$ cat config.mk
export PLATFORM = sky130hd
export DESIGN_NAME = trimmed_mean_of_ten
export DESIGN_NICKNAME = d
export VERILOG_FILES = /design/src/design/tmt_pkg.sv /design/src/design/tmt_cell.sv /design/src/design/trimmed_mean_of_ten.sv
export SDC_FILE = /design/constraint.sdc
export NUM_CORES = 1
export LEC_CHECK = 0
export BUFFER_PORTS_ARGS = -buffer_cell sky130_fd_sc_hd__buf_2
export CAP_MARGIN = 15
export CORE_MARGIN = 1.5
export CORE_UTILIZATION = 60
export DETAILED_ROUTE_END_ITERATION = 8
export GPL_ROUTABILITY_DRIVEN = 0
export MAX_ROUTING_LAYER = met4
export PLACE_DENSITY = 0.77
export SKIP_CTS_REPAIR_TIMING = 1
export SLEW_MARGIN = 30
export SYNTH_ARGS = -nofsm -noshare
export SYNTH_HDL_FRONTEND = slang
export SYNTH_HIERARCHICAL = 1
export SYNTH_SLANG_ARGS = --single-unit
$ cat constraint.sdc
create_clock -name clk -period 15.7 [get_ports clk]
set_input_delay 3.14 -clock clk [delete_from_list [all_inputs] [get_ports clk]]
set_output_delay 3.14 -clock clk [all_outputs]
set_load 0.01 [all_outputs]
$ cat src/design/tmt_pkg.sv
package tmt_pkg;

    // Field width and range of one distance sample.
    localparam int SAMPLE_W = 11;
    localparam logic [SAMPLE_W-1:0] SAMPLE_MAX = 11'd2000;

    // Default batch shape: ten samples, two dropped at each end.
    localparam int SAMPLE_COUNT_DEF = 10;
    localparam int TRIM_EACH_END_DEF = 2;

    // Per-cycle command shared by every cell of the sorting chain.
    typedef struct packed {
        logic insert;   // place the new sample in sorted position
        logic shift;    // move every value one cell toward the head
    } tmt_cell_ctl_t;

endpackage

$ cat src/design/tmt_cell.sv
module tmt_cell (
    input  logic                        clk,
    input  tmt_pkg::tmt_cell_ctl_t      ctl,
    input  logic [tmt_pkg::SAMPLE_W-1:0] new_val,
    input  logic                        occupied,
    input  logic [tmt_pkg::SAMPLE_W-1:0] left_val,
    input  logic                        left_lt,
    input  logic [tmt_pkg::SAMPLE_W-1:0] right_val,
    output logic [tmt_pkg::SAMPLE_W-1:0] val,
    output logic                        lt
);
    import tmt_pkg::*;

    logic [SAMPLE_W-1:0] val_reg;
    logic [SAMPLE_W-1:0] val_next;

    // An empty cell behaves as if it held a value larger than any sample.
    assign lt  = !occupied || (new_val < val_reg);
    assign val = val_reg;

    always_comb
    begin
        val_next = val_reg;
        if (ctl.insert && lt)
        begin
            // Either take the new sample or make room by taking the left value.
            val_next = left_lt ? left_val : new_val;
        end
        else if (ctl.shift)
        begin
            val_next = right_val;
        end
    end

    always_ff @(posedge clk)
    begin
        val_reg <= val_next;
    end

endmodule

$ cat src/design/trimmed_mean_of_ten.sv
// Trimmed mean of a batch of distance samples.
//
// Input channel: sample (11 bits, millimetres) with in_valid / in_stall.
// Output channel: mean (11 bits) with out_valid / out_stall. A transaction
// takes place on a rising edge where valid is high and stall is low.
//
// Each sample is clamped to 2000 and inserted into a chain of SAMPLE_COUNT
// sorting cells, so the chain is always in ascending order.
// While a batch fills, one transaction is accepted in every cycle. When the
// last sample of a batch is accepted, in_stall rises and stays high while
// the chain shifts its values out through the head cell one per cycle into
// an accumulator that keeps only the middle values (ST_SUM), the sum is
// multiplied by a fixed reciprocal of the kept count (ST_MUL), and the
// output register is loaded with the mean (ST_OUT).
// The output register holds the result while out_stall is high; the next
// batch may fill meanwhile, and if its result is ready before the old one
// is taken, the block waits with in_stall high until out_stall drops.
// Reset clears the fill count, the state and out_valid; cell contents are
// not cleared since an empty cell is never read.
module trimmed_mean_of_ten #(
    parameter int SAMPLE_COUNT  = tmt_pkg::SAMPLE_COUNT_DEF,
    parameter int TRIM_EACH_END = tmt_pkg::TRIM_EACH_END_DEF
) (
    input  logic                         clk,
    input  logic                         rst_n,
    input  logic                         in_valid,
    output logic                         in_stall,
    input  logic [tmt_pkg::SAMPLE_W-1:0] sample,
    output logic                         out_valid,
    input  logic                         out_stall,
    output logic [tmt_pkg::SAMPLE_W-1:0] mean
);
    import tmt_pkg::*;

    localparam int CNT_W   = $clog2(SAMPLE_COUNT);
    localparam int KEPT    = SAMPLE_COUNT - 2 * TRIM_EACH_END;
    localparam int SUM_W   = $clog2(SAMPLE_COUNT * 2000 + 1);
    // Reciprocal multiply is exact for every sum below 2**SUM_W.
    localparam int SHIFT   = SUM_W + 6;
    localparam int RECIP_W = SHIFT + 1;
    localparam int PROD_W  = SUM_W + RECIP_W;
    localparam logic [RECIP_W-1:0] RECIP =
        RECIP_W'(((64'd1 << SHIFT) + 64'(KEPT) - 64'd1) / 64'(KEPT));
    localparam logic [CNT_W-1:0] LAST_IDX = CNT_W'(SAMPLE_COUNT - 1);
    localparam logic [CNT_W-1:0] LO_IDX   = CNT_W'(TRIM_EACH_END);
    localparam logic [CNT_W-1:0] HI_IDX   = CNT_W'(SAMPLE_COUNT - TRIM_EACH_END - 1);

    typedef enum logic [3:0] {
        ST_FILL = 4'b0001,
        ST_SUM  = 4'b0010,
        ST_MUL  = 4'b0100,
        ST_OUT  = 4'b1000
    } state_t;

    state_t              state_reg, state_next;
    logic [CNT_W-1:0]    count_reg, count_next;
    logic [CNT_W-1:0]    idx_reg, idx_next;
    logic [SUM_W-1:0]    acc_reg, acc_next;
    logic [PROD_W-1:0]   prod_reg;
    logic [SAMPLE_W-1:0] mean_reg;
    logic                out_valid_reg, out_valid_next;
    logic                load_mean;

    logic [SAMPLE_W-1:0] clamped;
    logic                in_take;
    tmt_cell_ctl_t       cell_ctl;

    logic [SAMPLE_W-1:0] cell_val [SAMPLE_COUNT];
    logic                cell_lt  [SAMPLE_COUNT];

    // Out-of-range samples saturate to the ranger's clamp.
    assign clamped  = (sample > SAMPLE_MAX) ? SAMPLE_MAX : sample;
    assign in_stall = (state_reg != ST_FILL);
    assign in_take  = in_valid && !in_stall;

    assign cell_ctl.insert = in_take;
    assign cell_ctl.shift  = (state_reg == ST_SUM);

    // The sorting chain: cell 0 holds the smallest value and is the head.
    for (genvar i = 0; i < SAMPLE_COUNT; i++)
    begin : g_cell
        logic [SAMPLE_W-1:0] l_val;
        logic                l_lt;
        logic [SAMPLE_W-1:0] r_val;

        if (i == 0)
        begin : g_head
            assign l_val = '0;
            assign l_lt  = 1'b0;
        end
        else
        begin : g_body
            assign l_val = cell_val[i-1];
            assign l_lt  = cell_lt[i-1];
        end

        if (i == SAMPLE_COUNT - 1)
        begin : g_tail
            assign r_val = cell_val[i];
        end
        else
        begin : g_inner
            assign r_val = cell_val[i+1];
        end

        tmt_cell u_cell (
            .clk       (clk),
            .ctl       (cell_ctl),
            .new_val   (clamped),
            .occupied  (CNT_W'(i) < count_reg),
            .left_val  (l_val),
            .left_lt   (l_lt),
            .right_val (r_val),
            .val       (cell_val[i]),
            .lt        (cell_lt[i])
        );
    end

    assign load_mean = (state_reg == ST_OUT) && (!out_valid_reg || !out_stall);

    always_comb
    begin
        state_next     = state_reg;
        count_next     = count_reg;
        idx_next       = idx_reg;
        acc_next       = acc_reg;
        out_valid_next = out_valid_reg;

        if (out_valid_reg && !out_stall)
        begin
            out_valid_next = 1'b0;
        end

        case (state_reg)
            ST_FILL:
            begin
                if (in_take)
                begin
                    if (count_reg == LAST_IDX)
                    begin
                        count_next = '0;
                        idx_next   = '0;
                        acc_next   = '0;
                        state_next = ST_SUM;
                    end
                    else
                    begin
                        count_next = count_reg + 1'b1;
                    end
                end
            end
            ST_SUM:
            begin
                // The head cell presents the values in ascending order.
                if (idx_reg >= LO_IDX && idx_reg <= HI_IDX)
                begin
                    acc_next = acc_reg + SUM_W'(cell_val[0]);
                end
                idx_next = idx_reg + 1'b1;
                if (idx_reg == LAST_IDX)
                begin
                    state_next = ST_MUL;
                end
            end
            ST_MUL:
            begin
                state_next = ST_OUT;
            end
            ST_OUT:
            begin
                if (load_mean)
                begin
                    out_valid_next = 1'b1;
                    state_next     = ST_FILL;
                end
            end
            default:
            begin
                state_next = ST_FILL;
            end
        endcase
    end

    always_ff @(posedge clk or negedge rst_n)
    begin
        if (!rst_n)
        begin
            state_reg     <= ST_FILL;
            count_reg     <= '0;
            idx_reg       <= '0;
            out_valid_reg <= 1'b0;
        end
        else
        begin
            state_reg     <= state_next;
            count_reg     <= count_next;
            idx_reg       <= idx_next;
            out_valid_reg <= out_valid_next;
        end
    end

    always_ff @(posedge clk)
    begin
        acc_reg <= acc_next;
        if (state_reg == ST_MUL)
        begin
            prod_reg <= PROD_W'(acc_reg) * PROD_W'(RECIP);
        end
        if (load_mean)
        begin
            mean_reg <= prod_reg[SHIFT +: SAMPLE_W];
        end
    end

    assign out_valid = out_valid_reg;
    assign mean      = mean_reg;

endmodule

==> summary.md <==
| Metric | Value |
|---|---|
| Outcome | complete, no violations |
| Synthesized area per cell | 11.6 sq um |
| Post-route cell area | 16300 sq um |
| Total negative setup slack | 0 ns |
| Minimum clock period | 6.84 ns |
| CTS max path bufs | 2 |
| Clk_lat worst skew | 0.44 ns |
| Num ports | 28 |
| Clock sink total | 160 |
| Share of layout cells above drive strength 1 | 0.235 |
| CP endpoint | g_cell[9].u_cell/val[0] |
| Post-detail-place hpwl | 25.8 mm |
| Worst setup path class | in2reg |
| Total CTS buffers | 17 |
| R2R setup slack | 9.46 ns |
| I/O Buffers | 27 |
| CTS tree | done |
| Clk pin slew, worst setup/hold paths | 0.07 ns |
| Unrepaired setup endpoints after global routing | false |
| Reg-to-Reg End | prod_reg[26] |
| Setup ws final | 8.86 ns |
| CP max FO | 21 |
| Initial antenna violation count | 0 |
| WL final | 34.1 mm |
| # DRC | 0 |
| Via density | 5.95 |
| Largest net degree at the start of global routing | 22 |
| Wire per inst | 20.3 microns |
| Core area | 25000 sq um |
| Post-synthesis cell count | 1306 |
| Antenna diode count | 0 |
| First-pass GRT wire length | 55.0 mm |
| Starting DRC count in detailed routing | 736 |
| Final Hold Slack | 0.425 ns |
| Total grt overflow | 0 |
| H-tree depth | 4 |
| WP data arrival | 7.01 ns |
| Critical Path End Type | register |
| Area post-placement | 15700 sq um |
| Worst hold path class | reg2reg |
| Gr usage total | 0.279 |
| Nets | 1639 |
| Hold path depth | 0 |
| Number of flip-flops in the largest register | 110 |
| Setup Skew | 0.0298 ns |
| DIE HEIGHT | 162 microns |
| Pre-CTS setup slack | 8.46 ns |
| Total of max-cap violations | 0 |
| Maximum clock frequency | 146 MHz |
| Final hold vios | 0 |
| FF/Latch Area | 4740 sq um |
| RR Startpoint | acc_reg[11] |
| Initial Utilization | 0.608 |
| Vias in the first global route | 10300 |
| Final Setup Violations | 0 |
| DRT antenna net count | 0 |
| Synth Cell Area | 15200 sq um |
| DIE AREA | 26300 sq um |
| Root buffer cell | clkbuf_16 |
| Die width | 162 microns |
| Syn-to-layout area delta | 7.12% |
| Worst Tran Pin Value | 0.928 ns |
| Multi-input logic area | 9540 sq um |
| Row Count | 58 |
| CP required | 15.87 ns |
| R2r worst-path depth | 17 |
| Startpoint types | input pin |
| Critical path origin | sample[8] |
| DR pass1 iterations | 5 |
| Via count | 10000 |
| Final cycle utilization of the critical path | 0.436 |
| Count of pins over their slew limit | 0 |
| YS warnings | 6 |
| Max-slew headroom | 0.382 |
| Fillers | 1870 |
==> layout make-up <==
class,instances,area share
Clock buffer,20,0.0307
Clock inverter,12,0.00799
Inverter,216,0.0498
Multi-Input combinational cell,915,0.586
Sequential cell,160,0.291
Tap cell,330,0.0253
Timing Repair Buffer,30,0.00967
==> placed cells by master, fill, tap and decap left out, types with 4 or more instances in the layout <==
master	count
o21bai_1	4
xor2_1	11
nand2_1	33
nor3_1	8
o21a_1	7
nor2_1	38
o31ai_2	10
edfxtp_1	147
a21boi_1	10
o311a_4	11
fa_1	68
or2_1	10
nand4_1	15
nand2b_1	5
inv_1	215
mux2_2	131
conb_1	13
a21oi_1	47
a211oi_1	12
xnor2_1	13
buf_2	27
nand3_1	33
clkbuf_16	20
o31a_1	10
and2_1	5
dfrtp_1	12
o21ai_0	25
ha_1	216
a31oi_1	13
a21o_1	14
nor2b_1	11
o21ai_1	12
inv_8	5
mux2_4	90
==> layer usage <==
metal | wire length (microns) | track usage
met5 | 0 | -
met4 | 1020 | 0.0959
met3 | 1350 | 0.0365
met2 | 16900 | 0.464
met1 | 14900 | 0.351
==> metrics by stage <==
| step | instances | utilization |
|---|---|---|
| 5_1_grt | 1683 | 0.651 |
| 4_1_cts | 1683 | 0.651 |
| 6_report | 1683 | 0.651 |
| 3_3_place_gp | 1651 | 0.625 |
| 3_5_place_dp | 1651 | 0.625 |
| 2_1_floorplan | 1318 | - |
==> worst min-delay path by stage <==
stage | startpoint | to | slack, ns
6_report | prod_reg[27] | mean[6] | 0.43
5_1_grt | prod_reg[25] | mean[4] | 0.43
4_1_cts | prod_reg[27] | mean[6] | 0.43
3_5_place_dp | prod_reg[27] | mean[6] | 0.40
3_3_place_gp | prod_reg[29] | mean[8] | 0.40
2_1_floorplan | prod_reg[21] | mean[0] | 0.40
==> worst max-delay path, stage by stage <==
cell	delay (ns)
buf_2	0.49
nand3_1	0.17
or3_1	0.43
and2_1	0.48
ha_1	0.46
a21oi_1	0.17
o21ai_1	0.10
a31oi_1	0.29
o31a_1	0.57
mux2_2	0.42
mux2_2	0.27
Power is not shown: default switching activity piles up to over one toggle a cycle in this logic, so the estimate is an artifact.
